### config.mk
export PLATFORM = sky130hd
export DESIGN_NAME = max_counter_task_scheduler_flat
export DESIGN_NICKNAME = d
export VERILOG_FILES = /design/src/rtl/mcts_pkg.sv /design/src/rtl/mcts_in_if.sv /design/src/rtl/mcts_out_if.sv /design/src/rtl/mcts_table.sv /design/src/rtl/mcts_scan.sv /design/src/rtl/max_counter_task_scheduler.sv /design/src/flat_wrapper.sv
export SDC_FILE = /design/constraint.sdc
export NUM_CORES = 2
export LEC_CHECK = 0
export BUFFER_PORTS_ARGS = -buffer_cell sky130_fd_sc_hd__buf_2
export CAP_MARGIN = 20
export CELL_PAD_IN_SITES_DETAIL_PLACEMENT = 0
export CELL_PAD_IN_SITES_GLOBAL_PLACEMENT = 2
export CORE_MARGIN = 10
export CORE_UTILIZATION = 50
export CTS_CLUSTER_SIZE = 14
export DETAILED_ROUTE_END_ITERATION = 12
export HOLD_SLACK_MARGIN = 0.15
export MAX_ROUTING_LAYER = met4
export PLACE_DENSITY_LB_ADDON = 0.1
export SETUP_SLACK_MARGIN = 0.2
export SYNTH_ARGS = -nofsm -noshare
export SYNTH_HDL_FRONTEND = slang
export SYNTH_SLANG_ARGS = --single-unit
export TNS_END_PERCENT = 30
### constraint.sdc
create_clock -name clk -period 14.3 [get_ports clk]
set_input_delay 2.86 -clock clk [delete_from_list [all_inputs] [get_ports clk]]
set_output_delay 2.86 -clock clk [all_outputs]
set_load 0.03 [all_outputs]
### src/rtl/mcts_pkg.sv
`timescale 1ns / 1ps
package mcts_pkg;

    localparam int TASK_SLOTS = 64;
    localparam int SLOT_W     = $clog2(TASK_SLOTS);

    localparam int ACTION_W   = 3;
    localparam int QUANTUM_W  = 8;
    localparam int SCAN_W     = 6;
    localparam int ID_W       = 16;
    localparam int SLOT_OUT_W = 6;
    localparam int COUNT_W    = 7;
    localparam int CFG_IDX_W  = 1;
    localparam int CFG_DATA_W = 8;

    localparam logic [QUANTUM_W-1:0] QUANTUM_RESET = QUANTUM_W'(2);
    localparam logic [SCAN_W-1:0]    SCAN_RESET    = SCAN_W'(2);
    localparam logic [COUNT_W-1:0]   COUNT_MAX     = '1;

    localparam logic [ACTION_W-1:0] ACT_TICK    = 3'd0;
    localparam logic [ACTION_W-1:0] ACT_YIELD   = 3'd1;
    localparam logic [ACTION_W-1:0] ACT_EXIT    = 3'd2;
    localparam logic [ACTION_W-1:0] ACT_CREATE  = 3'd3;
    localparam logic [ACTION_W-1:0] ACT_PREEMPT = 3'd4;

    localparam logic [CFG_IDX_W-1:0] CFG_QUANTUM = 1'b0;
    localparam logic [CFG_IDX_W-1:0] CFG_SCAN    = 1'b1;

    typedef struct packed {
        logic [QUANTUM_W-1:0] counter;
        logic [ID_W-1:0]      id;
    } slot_word_t;

    typedef struct packed {
        logic              clear;
        logic              eval;
        logic              cand;
        logic              in_range;
        logic [SLOT_W-1:0] idx;
    } scan_ctl_t;

    typedef enum logic [3:0] {
        S_IDLE  = 4'b0001,
        S_APPLY = 4'b0010,
        S_SCAN  = 4'b0100,
        S_FIN   = 4'b1000
    } state_t;

endpackage

### src/rtl/mcts_in_if.sv
`timescale 1ns / 1ps
interface mcts_in_if;
    import mcts_pkg::*;

    logic                valid;
    logic                ready;
    logic [ACTION_W-1:0] action;
    logic                preempt_value;

    modport source (output valid, output action, output preempt_value, input ready);
    modport sink (input valid, input action, input preempt_value, output ready);
endinterface

### src/rtl/mcts_out_if.sv
`timescale 1ns / 1ps
interface mcts_out_if;
    import mcts_pkg::*;

    logic                  valid;
    logic                  ready;
    logic [SLOT_OUT_W-1:0] current_slot;
    logic [ID_W-1:0]       current_id;
    logic                  switched;
    logic [ID_W-1:0]       created_id;
    logic [COUNT_W-1:0]    runnable_count;

    modport source (output valid, output current_slot, output current_id, output switched,
                    output created_id, output runnable_count, input ready);
    modport sink (input valid, input current_slot, input current_id, input switched,
                  input created_id, input runnable_count, output ready);
endinterface

### src/rtl/mcts_table.sv
`timescale 1ns / 1ps
module mcts_table (
    input  logic                        clk,
    input  logic                        rst_n,
    input  logic                        wr_en,
    input  logic [mcts_pkg::SLOT_W-1:0] wr_addr,
    input  mcts_pkg::slot_word_t        wr_data,
    input  logic [mcts_pkg::SLOT_W-1:0] rd_addr,
    output mcts_pkg::slot_word_t        rd_data
);
    import mcts_pkg::*;

    slot_word_t              mem [TASK_SLOTS];
    logic [TASK_SLOTS-1:0]   init_reg;
    slot_word_t              rd_raw_reg;
    logic                    rd_init_reg;

    // never-written entries read as zero counter and zero id
    always_ff @(posedge clk or negedge rst_n)
    begin
        if (!rst_n)
        begin
            init_reg <= '0;
        end
        else if (wr_en)
        begin
            init_reg[wr_addr] <= 1'b1;
        end
    end

    always_ff @(posedge clk)
    begin
        if (wr_en)
        begin
            mem[wr_addr] <= wr_data;
        end
        rd_raw_reg  <= mem[rd_addr];
        rd_init_reg <= init_reg[rd_addr];
    end

    assign rd_data = rd_init_reg ? rd_raw_reg : '0;
endmodule

### src/rtl/mcts_scan.sv
`timescale 1ns / 1ps
module mcts_scan (
    input  logic                         clk,
    input  mcts_pkg::scan_ctl_t          ctl,
    input  mcts_pkg::slot_word_t         word,
    output logic [mcts_pkg::SLOT_W-1:0]  best_slot,
    output logic [mcts_pkg::ID_W-1:0]    best_id,
    output logic [mcts_pkg::COUNT_W-1:0] count
);
    import mcts_pkg::*;

    logic [QUANTUM_W-1:0] top_reg;
    logic [SLOT_W-1:0]    best_reg;
    logic [ID_W-1:0]      best_id_reg;
    logic [COUNT_W-1:0]   count_reg;
    logic                 better;

    // strict compare keeps the lowest slot on a tie
    assign better = ctl.cand && ctl.in_range && (word.counter > top_reg);

    always_ff @(posedge clk)
    begin
        if (ctl.clear)
        begin
            top_reg   <= '0;
            best_reg  <= '0;
            count_reg <= '0;
        end
        else if (ctl.eval)
        begin
            // slot 0 is the fallback choice
            if (ctl.idx == '0)
            begin
                best_id_reg <= word.id;
            end
            if (ctl.cand && count_reg != COUNT_MAX)
            begin
                count_reg <= count_reg + COUNT_W'(1);
            end
            if (better)
            begin
                top_reg     <= word.counter;
                best_reg    <= ctl.idx;
                best_id_reg <= word.id;
            end
        end
    end

    assign best_slot = best_reg;
    assign best_id   = best_id_reg;
    assign count     = count_reg;
endmodule

### src/rtl/max_counter_task_scheduler.sv
`timescale 1ns / 1ps
// channel   dir  handshake     payload
// req       in   valid/ready   action[2:0], preempt_value
// rsp       out  valid/ready   current_slot[5:0], current_id[15:0], switched,
//                              created_id[15:0], runnable_count[6:0]
// cfg       in   cfg_we        cfg_index (0 quantum, 1 scan start), cfg_data[7:0]
//
// a beat is taken in idle, then come the apply state, reads of all 64 slots feeding one shared
// compare and count unit, a drain of the last read and the commit state; rsp.valid is registered
// in commit, and no new beat is taken until the block is back in idle
// req.ready is high only while idle; the commit state holds while rsp is stalled
// reset restores flags, pointers and config; table words read as zero until written
module max_counter_task_scheduler (
    input  logic                           clk,
    input  logic                           rst_n,
    mcts_in_if.sink                        req,
    mcts_out_if.source                     rsp,
    input  logic                           cfg_we,
    input  logic [mcts_pkg::CFG_IDX_W-1:0]  cfg_index,
    input  logic [mcts_pkg::CFG_DATA_W-1:0] cfg_data
);
    import mcts_pkg::*;

    state_t                state_reg, state_next;
    logic [QUANTUM_W-1:0]  quantum_reg;
    logic [SCAN_W-1:0]     scan_start_reg;
    logic [TASK_SLOTS-1:0] valid_reg, valid_next;
    logic [TASK_SLOTS-1:0] running_reg, running_next;
    logic [TASK_SLOTS-1:0] preempt_reg, preempt_next;
    logic [SLOT_W-1:0]     running_slot_reg, running_slot_next;
    logic [SLOT_W-1:0]     insert_slot_reg, insert_slot_next;
    logic [ID_W-1:0]       next_id_reg, next_id_next;
    logic [ACTION_W-1:0]   action_reg;
    logic                  pv_reg;
    logic                  do_pick_reg, do_pick_next;
    logic [ID_W-1:0]       created_reg, created_next;
    logic [SLOT_W:0]       scan_idx_reg;
    logic                  eval_vld_reg;
    logic [SLOT_W-1:0]     eval_idx_reg;
    logic [ID_W-1:0]       run_id_reg;

    logic                  rsp_valid_reg;
    logic [SLOT_OUT_W-1:0] rsp_slot_reg;
    logic [ID_W-1:0]       rsp_id_reg;
    logic                  rsp_switched_reg;
    logic [ID_W-1:0]       rsp_created_reg;
    logic [COUNT_W-1:0]    rsp_count_reg;

    logic                  wr_en;
    logic [SLOT_W-1:0]     wr_addr;
    slot_word_t            wr_data;
    logic [SLOT_W-1:0]     rd_addr;
    slot_word_t            rd_data;
    logic [QUANTUM_W-1:0]  dec_cnt;
    logic                  issue;
    logic                  out_free;
    scan_ctl_t             scan_ctl;
    logic [SLOT_W-1:0]     best_slot;
    logic [ID_W-1:0]       best_id;
    logic [COUNT_W-1:0]    run_count;
    logic                  req_acc;

    assign req_acc  = req.valid && req.ready;
    assign issue    = scan_idx_reg < (SLOT_W + 1)'(TASK_SLOTS);
    assign out_free = !rsp_valid_reg || rsp.ready;
    assign rd_addr  = (state_reg == S_SCAN) ? scan_idx_reg[SLOT_W-1:0] : running_slot_reg;
    assign dec_cnt  = (rd_data.counter == '0) ? '0 : rd_data.counter - QUANTUM_W'(1);

    mcts_table u_table (
        .clk     (clk),
        .rst_n   (rst_n),
        .wr_en   (wr_en),
        .wr_addr (wr_addr),
        .wr_data (wr_data),
        .rd_addr (rd_addr),
        .rd_data (rd_data)
    );

    always_comb
    begin
        scan_ctl.clear    = (state_reg == S_APPLY);
        scan_ctl.eval     = eval_vld_reg;
        scan_ctl.idx      = eval_idx_reg;
        scan_ctl.cand     = valid_reg[eval_idx_reg] && running_reg[eval_idx_reg]
                            && (rd_data.counter != '0);
        scan_ctl.in_range = 32'(eval_idx_reg) >= 32'(scan_start_reg);
    end

    mcts_scan u_scan (
        .clk       (clk),
        .ctl       (scan_ctl),
        .word      (rd_data),
        .best_slot (best_slot),
        .best_id   (best_id),
        .count     (run_count)
    );

    always_comb
    begin
        state_next        = state_reg;
        valid_next        = valid_reg;
        running_next      = running_reg;
        preempt_next      = preempt_reg;
        running_slot_next = running_slot_reg;
        insert_slot_next  = insert_slot_reg;
        next_id_next      = next_id_reg;
        do_pick_next      = do_pick_reg;
        created_next      = created_reg;
        wr_en             = 1'b0;
        wr_addr           = running_slot_reg;
        wr_data           = '{counter: '0, id: rd_data.id};

        case (state_reg)
            S_IDLE:
            begin
                if (req_acc)
                begin
                    state_next = S_APPLY;
                end
            end
            S_APPLY:
            begin
                do_pick_next = 1'b0;
                created_next = '0;
                case (action_reg)
                    ACT_TICK:
                    begin
                        wr_en        = 1'b1;
                        wr_data      = '{counter: dec_cnt, id: rd_data.id};
                        do_pick_next = (dec_cnt == '0) && preempt_reg[running_slot_reg];
                    end
                    ACT_YIELD:
                    begin
                        wr_en        = 1'b1;
                        do_pick_next = 1'b1;
                    end
                    ACT_EXIT:
                    begin
                        wr_en                          = 1'b1;
                        do_pick_next                   = 1'b1;
                        running_next[running_slot_reg] = 1'b0;
                    end
                    ACT_CREATE:
                    begin
                        wr_en                          = 1'b1;
                        wr_addr                        = insert_slot_reg;
                        wr_data                        = '{counter: quantum_reg, id: next_id_reg};
                        valid_next[insert_slot_reg]    = 1'b1;
                        running_next[insert_slot_reg]  = 1'b1;
                        preempt_next[insert_slot_reg]  = 1'b1;
                        preempt_next[running_slot_reg] = 1'b1;
                        created_next                   = next_id_reg;
                        next_id_next                   = next_id_reg + ID_W'(1);
                        // slot 0 is never handed out again
                        insert_slot_next = (32'(insert_slot_reg) == TASK_SLOTS - 1)
                                           ? SLOT_W'(1) : insert_slot_reg + SLOT_W'(1);
                    end
                    ACT_PREEMPT:
                    begin
                        preempt_next[running_slot_reg] = pv_reg;
                    end
                    default:
                    begin
                    end
                endcase
                state_next = S_SCAN;
            end
            S_SCAN:
            begin
                if (!issue && !eval_vld_reg)
                begin
                    state_next = S_FIN;
                end
            end
            S_FIN:
            begin
                if (out_free)
                begin
                    if (do_pick_reg)
                    begin
                        preempt_next[running_slot_reg] = 1'b0;
                        preempt_next[best_slot]        = 1'b1;
                        running_slot_next              = best_slot;
                    end
                    state_next = S_IDLE;
                end
            end
            default:
            begin
                state_next = S_IDLE;
            end
        endcase
    end

    always_ff @(posedge clk or negedge rst_n)
    begin
        if (!rst_n)
        begin
            state_reg        <= S_IDLE;
            quantum_reg      <= QUANTUM_RESET;
            scan_start_reg   <= SCAN_RESET;
            valid_reg        <= TASK_SLOTS'(1);
            running_reg      <= TASK_SLOTS'(1);
            preempt_reg      <= '0;
            running_slot_reg <= '0;
            insert_slot_reg  <= SLOT_W'(1);
            next_id_reg      <= ID_W'(1);
            scan_idx_reg     <= '0;
            eval_vld_reg     <= 1'b0;
            rsp_valid_reg    <= 1'b0;
        end
        else
        begin
            state_reg        <= state_next;
            valid_reg        <= valid_next;
            running_reg      <= running_next;
            preempt_reg      <= preempt_next;
            running_slot_reg <= running_slot_next;
            insert_slot_reg  <= insert_slot_next;
            next_id_reg      <= next_id_next;

            if (cfg_we)
            begin
                case (cfg_index)
                    CFG_QUANTUM: quantum_reg    <= cfg_data[QUANTUM_W-1:0];
                    CFG_SCAN:    scan_start_reg <= cfg_data[SCAN_W-1:0];
                    default:
                    begin
                    end
                endcase
            end

            if (state_reg == S_APPLY)
            begin
                scan_idx_reg <= '0;
            end
            else if (state_reg == S_SCAN && issue)
            begin
                scan_idx_reg <= scan_idx_reg + (SLOT_W + 1)'(1);
            end
            eval_vld_reg <= (state_reg == S_SCAN) && issue;

            if (state_reg == S_FIN && out_free)
            begin
                rsp_valid_reg <= 1'b1;
            end
            else if (rsp.ready)
            begin
                rsp_valid_reg <= 1'b0;
            end
        end
    end

    always_ff @(posedge clk)
    begin
        if (req_acc)
        begin
            action_reg <= req.action;
            pv_reg     <= req.preempt_value;
        end
        do_pick_reg  <= do_pick_next;
        created_reg  <= created_next;
        eval_idx_reg <= scan_idx_reg[SLOT_W-1:0];
        if (eval_vld_reg && eval_idx_reg == running_slot_reg)
        begin
            run_id_reg <= rd_data.id;
        end
        if (state_reg == S_FIN && out_free)
        begin
            rsp_slot_reg     <= do_pick_reg ? SLOT_OUT_W'(best_slot)
                                            : SLOT_OUT_W'(running_slot_reg);
            rsp_id_reg       <= do_pick_reg ? best_id : run_id_reg;
            rsp_switched_reg <= do_pick_reg && (best_slot != running_slot_reg);
            rsp_created_reg  <= created_reg;
            rsp_count_reg    <= run_count;
        end
    end

    assign req.ready          = (state_reg == S_IDLE);
    assign rsp.valid          = rsp_valid_reg;
    assign rsp.current_slot   = rsp_slot_reg;
    assign rsp.current_id     = rsp_id_reg;
    assign rsp.switched       = rsp_switched_reg;
    assign rsp.created_id     = rsp_created_reg;
    assign rsp.runnable_count = rsp_count_reg;
endmodule

### src/flat_wrapper.sv
// flat-port wrapper written by rule: the top's interface ports become plain ports
module max_counter_task_scheduler_flat import mcts_pkg::*;
  (clk, rst_n, cfg_we, cfg_index, cfg_data, req_valid, req_action, req_preempt_value, req_ready, rsp_valid, rsp_current_slot, rsp_current_id, rsp_switched, rsp_created_id, rsp_runnable_count, rsp_ready);
  mcts_in_if req_i ();
  mcts_out_if rsp_i ();
  input  logic clk;
  input  logic rst_n;
  input  logic cfg_we;
  input  logic [mcts_pkg::CFG_IDX_W-1:0] cfg_index;
  input  logic [mcts_pkg::CFG_DATA_W-1:0] cfg_data;
  input wire logic [$bits(req_i.valid)-1:0] req_valid;
  input wire logic [$bits(req_i.action)-1:0] req_action;
  input wire logic [$bits(req_i.preempt_value)-1:0] req_preempt_value;
  output wire logic [$bits(req_i.ready)-1:0] req_ready;
  output wire logic [$bits(rsp_i.valid)-1:0] rsp_valid;
  output wire logic [$bits(rsp_i.current_slot)-1:0] rsp_current_slot;
  output wire logic [$bits(rsp_i.current_id)-1:0] rsp_current_id;
  output wire logic [$bits(rsp_i.switched)-1:0] rsp_switched;
  output wire logic [$bits(rsp_i.created_id)-1:0] rsp_created_id;
  output wire logic [$bits(rsp_i.runnable_count)-1:0] rsp_runnable_count;
  input wire logic [$bits(rsp_i.ready)-1:0] rsp_ready;
  assign req_i.valid = req_valid;
  assign req_i.action = req_action;
  assign req_i.preempt_value = req_preempt_value;
  assign req_ready = req_i.ready;
  assign rsp_valid = rsp_i.valid;
  assign rsp_current_slot = rsp_i.current_slot;
  assign rsp_current_id = rsp_i.current_id;
  assign rsp_switched = rsp_i.switched;
  assign rsp_created_id = rsp_i.created_id;
  assign rsp_runnable_count = rsp_i.runnable_count;
  assign rsp_i.ready = rsp_ready;
  max_counter_task_scheduler u_core (.clk(clk), .rst_n(rst_n), .req(req_i), .rsp(rsp_i), .cfg_we(cfg_we), .cfg_index(cfg_index), .cfg_data(cfg_data));
endmodule
Yosys cells after proc, flatten, opt, wreduce, memory -nomap -nowiden --
Memories as Yosys holds them, arrays and structs flattened. A register that Yosys moved wholly into a read port is not among the register bits. Cells that the tools add are included.
Storage, ports and cells: register bits after elaboration 438, bits in writable memories 1536, input bits 18, output and inout port bits 48, memories kept 1
Cells by class: add/subtract/negate cells 5, order comparisons 13, eq/ne operators 17, muxes and demuxes 47, bitwise gates (word level) 11, reduce and logical (&&, ||, !) cells 42
Memory list:
- u_core.u_table.mem | words 64, width 24, rd ports 1, clocked after Yosys merged registers in 1, write ports 1, RTL line mcts_table.sv:13 | slot_word_t mem [TASK_SLOTS];
Operators with widths (count):
- bitwise OR 64 bit | 6
- one-hot mux 64 bit (2 select lines) | 3
- AND 64 bit | 2
- 2-to-1 mux 64 bit | 2
- bitwise mux 64 bit | 1
- inverter 64 bit | 1
- 2-to-1 mux 16 bit | 3
- 2-to-1 mux 24 bit | 2
- one-hot mux 24 bit (2 select lines) | 1
- less-than comparator 6 x 7 -> 1 bit (second input constant) | 6
- 2-to-1 mux 6 bit | 5
- binary-select mux 1 bit (select 6 bit) | 4
- demux 1 bit (select 6 bit) | 4
- >= comparator 6 x 1 -> 1 bit (second input constant) | 4
- adder 16 x 1 -> 16 bit (second input constant) | 1
- logical AND 1 bit | 16
- logical NOT 8 bit | 2
- one-hot mux 4 bit (4 select lines) | 1
- adder 7 x 1 -> 7 bit (second input constant) | 2
- 2-to-1 mux 1 bit | 14
- 2-to-1 mux 7 bit | 2
- AND reduction 2 bit | 7
- 2-to-1 mux 4 bit | 3
- nonzero test 2 bit | 5
- other kinds (31) | 38

Logic depth before layout (Yosys ltp) --
word-level depth 10, gate-level depth with buffers 14

By module --
Synthesis repeated with hierarchy kept, for this count alone.
Second synthesis, totals: cells, all modules 4876, area total of the unflattened synthesis 81957.4 um^2
Modules (own cells, without submodules):
- mcts_table | instances 1, cells each 2773, area each 62232.2 um^2, seq. area each 48226.3 um^2
- max_counter_task_scheduler | instances 1, cells each 1960, area each 18063.6 um^2, seq. area each 8802.2 um^2
- mcts_scan | instances 1, cells each 143, area each 1661.6 um^2, seq. area each 900.9 um^2

Worst setup path after synthesis --
No wires, ideal clock.
path type reg2reg, start point reg u_core.state_reg[0], end point mem u_core.u_table.mem[0][17] (netlist bit) (data pin), arrival 4.177 ns, data required time 13.598 ns, slack 9.422 ns, stages on the path, launching flop included 7, path buffers 2, cells stage by stage dfstp_2 buf_2 or4b_2 inv_1 clkbuf_1 nand3_1 o21ai_0
RTL lines:
- start: declaration | RTL line max_counter_task_scheduler.sv:24 | state_t state_reg, state_next;
- start signal: assignment | RTL line max_counter_task_scheduler.sv:214 | state_reg <= state_next;
- end: declaration | RTL line mcts_table.sv:13

Worst setup path after layout --
start point reg u_core.state_reg[1], end point reg, netlist name u_core.u_table.rd_raw_reg[6]
On the way: longest elaborated chain between the ends 2
RTL lines:
- equality test 4 x 3 -> 1 bit | RTL line max_counter_task_scheduler.sv:66 | assign rd_addr = (state_reg == S_SCAN) ? scan_idx_reg[SLOT_W-1:0] : running_slot_reg;
- 2-to-1 mux 6 bit | RTL line max_counter_task_scheduler.sv:66
Every way passes these cells. A chain may end at the register's enable or synchronous reset.

==> metrics <==
initial antenna violation count=15; maximum VDD drop=142 uV; Site Rows=149; Critical R2R Launch=u_core.state_reg[1]; EDFF count, synth=1635; Final Skew=36.0 ps; CP Launch Type=flip-flop; Initial Util=0.501; Final min period=6200 ps; CTS resizes=0; Top Ports=66; R2R Setup Slk=8100 ps; IO Port Bufs=65; first-pass GRT wire length=379 mm; DR iter-0 viols=6425; proportion of layout cells with a drive suffix above 1=0.184; clock share of power=0.400; post-DP HPWL=161 mm; number of global-route vias before repair=49500; syn_area_per_cell=approximately 15 um^2; Top FF cell, synth=edfxtp_1; CTS tree=built; post-place setup slack=approximately 7600 ps; Setup CP Type=flip-flop to flip-flop; Setup crit end=u_core.u_table.rd_raw_reg[6]; internal power=10100 uW; Overflow after GRT=0; Setup-failing EPs final=0; MaxCap Viol Count=0; H-tree depth=4; Sink Count=1998; GRT Total Usage=0.297; Logic pwr share=0.101; routed vias/inst=6.42; cell area after synthesis=0.0825 mm^2; Seq cells post-synth=1998; fillers=around 13000; core footprint=0.165 mm^2; Vert. Die Dim=426 um; TNS Setup=0 ps; synthesized net count=5699; Remaining DRCs=0; clock slew at reported path FFs=60 ps; Biggest register=u_core.u_table.mem; area of the multi-input gates=between 0.02 and 0.025 mm^2; Root Buffer=clkbuf_16; synthesis-to-finish area growth=12.6%; status=finished, final reports clean; R2R cell count=9; Via Count=52400; Routability Congestion=0.893; RSZ-0062 raised after global routing=false; final hold violation count=0; clk buf depth=3; cts hold-fix bufs=0; pwr dens=about 150 mW/mm^2; Net Sw Power=between 3000 and 4000 uW; fin crit share=0.434; Final ANT Viol Nets=0; Worst Path Arrival=6930 ps; First-pass DRT Iterations=8; min-delay worst type=flip-flop to flip-flop; hold wc startpoint=u_core.created_reg[2]; Reg area=0.0579 mm^2; Die ar.=0.182 mm^2; max reg flops=1536; power after layout=13500 uW; final worst slack=8100 ps; Syn. warnings=0; crit path max fanout=43; Sw Ratio=0.252; Slew Limit Fails=0; Inserted Clock Buffers=205; WP data required=15030 ps; fmax=161 MHz; final core occ=0.564; Setup crit end kind=flip-flop; Distinct cells, synth=77; Reg-to-Reg End=u_core.u_table.rd_raw_reg[6]; final wirelength=around 270 mm; Slew @ Worst Pin=around 1200 ps; critical path startpoint=u_core.state_reg[1]; Setup Buffers After CTS=0; Die X=around 430 um; Nets=roughly 5800; ys async rst share=0.156; largest net degree at the start of global routing=115; Max-slew headroom=0.199; latest clock arrival within the worst-skew pair=approximately 860 ps; sequential share of the synthesized area=0.702; wire length per cell=32.5 um; Leakage=0.0323 uW; Seq pwr share=0.499; synthesized instance count=5661
[Yosys cell counts, types with 34 or more instances]
cell / instances / share of area
o21ai_0: 339 / 0.021
nand4_1: 49 / 0.0037
nand2_1: 741 / 0.034
clkbuf_1: 229 / 0.010
a21oi_1: 361 / 0.022
or2_2: 71 / 0.0054
and2_1: 48 / 0.0036
mux2_2: 74 / 0.010
edfxtp_1: 1635 / 0.59
and3_1: 34 / 0.0026
nand3_1: 142 / 0.0086
a22oi_1: 60 / 0.0055
buf_2: 68 / 0.0041
inv_1: 49 / 0.0022
nor2_1: 234 / 0.011
mux2i_1: 92 / 0.011
nor3_1: 34 / 0.0021
a211oi_1: 41 / 0.0037
nand2b_1: 120 / 0.0091
dfrtp_1: 304 / 0.092
nor4_1: 53 / 0.0040
a311oi_1: 49 / 0.0052
a21o_1: 54 / 0.0049
o22ai_1: 36 / 0.0027
mux4_2: 260 / 0.071
dfxtp_1: 52 / 0.013
[cell usage in the layout (no fill, tap or decap), types with 34 or more instances in the layout]
| cell type | instances |
|---|---|
| a21oi_1 | 357 |
| clkbuf_1 | 57 |
| mux4_2 | 260 |
| o21ai_0 | 337 |
| inv_1 | 49 |
| a21o_1 | 54 |
| mux2_2 | 72 |
| buf_4 | 197 |
| o22ai_1 | 36 |
| or2_2 | 71 |
| mux2i_1 | 89 |
| edfxtp_1 | 1635 |
| nand3_1 | 142 |
| buf_2 | 66 |
| and2_1 | 46 |
| and3_1 | 34 |
| dfrtp_1 | 302 |
| clkbuf_16 | 209 |
| clkinv_2 | 36 |
| nand2b_1 | 120 |
| a22oi_1 | 60 |
| nand4_1 | 49 |
| a311oi_1 | 45 |
| a211oi_1 | 41 |
| dfxtp_1 | 52 |
| nor2_1 | 160 |
| nor2_2 | 68 |
| nor4_1 | 51 |
| nand2_1 | 738 |
[through the flow]
stage          hold slack, ps  instance area, um^2  cells
3_3_place_gp              404                86000   7759
5_1_grt                   421                92900   8152
4_1_cts                   418                92900   8147
3_5_place_dp              405                86100   7763
2_1_floorplan             400                82500   5661
6_report                  416                92900   8155
[worst max-delay path, cell delays in order (launching register included)]
cell      delay [ps]
dfrtp_1          460
nor4b_4          300
buf_4            340
mux2i_4          750
buf_4            780
buf_4            840
mux4_2           600
a22oi_1          820
o211ai_1         490
or4_1            580
[cell families (layout without fill, tap and decap cells)]
family | Yosys count | count (layout) | share of synthesized area
adder cells (fa/ha/maj) | 20 | 20 | 0.00303
flip-flops | 1998 | 1998 | 0.702
other | 0 | 6 | 0
AO/OA/AOI/OAI | 1169 | 1169 | 0.0869
AND/OR/NAND/NOR | 1603 | 1603 | 0.0906
XOR/XNOR | 39 | 39 | 0.00414
multiplexers | 428 | 428 | 0.0925
buffers and inverters | 404 | 703 | 0.0209
[worst min-delay path by stage]
stage,endpoint,depth (start not counted)
2_1_floorplan,u_core.rsp.created_id[0],0
3_3_place_gp,u_core.rsp.created_id[3],0
3_5_place_dp,u_core.rsp.created_id[2],0
4_1_cts,u_core.rsp.created_id[2],0
5_1_grt,u_core.rsp.created_id[7],0
6_report,u_core.rsp.created_id[2],0
[power groups by stage]
stage,registers (uW),clock network (uW),logic (uW)
6_report,6760,5420,1370
2_1_floorplan,6800,0,807
3_5_place_dp,6870,0,1360
5_1_grt,6760,5720,1460
4_1_cts,6750,5480,1360
3_3_place_gp,6870,0,1330
[area by class of cell]
type,count,area share
Timing Repair Buffer,269,0.0207
Tap cell,2189,0.0295
Sequential cell,1998,0.624
Multi-Input combinational cell,3259,0.251
Clock inverter,101,0.0117
Antenna cell,6,0.000162
Inverter,50,0.00202
Clock buffer,283,0.0611
[per-layer routing]
metal,share of wire,up-vias,track usage
li1,-,22000,-
met1,0.41,27200,0.414
met2,0.46,2646,0.443
met3,0.089,472,0.0534
met4,0.040,0,0.104
met5,0,-,-
No activity file was read; power rests on OpenSTA's default activity.
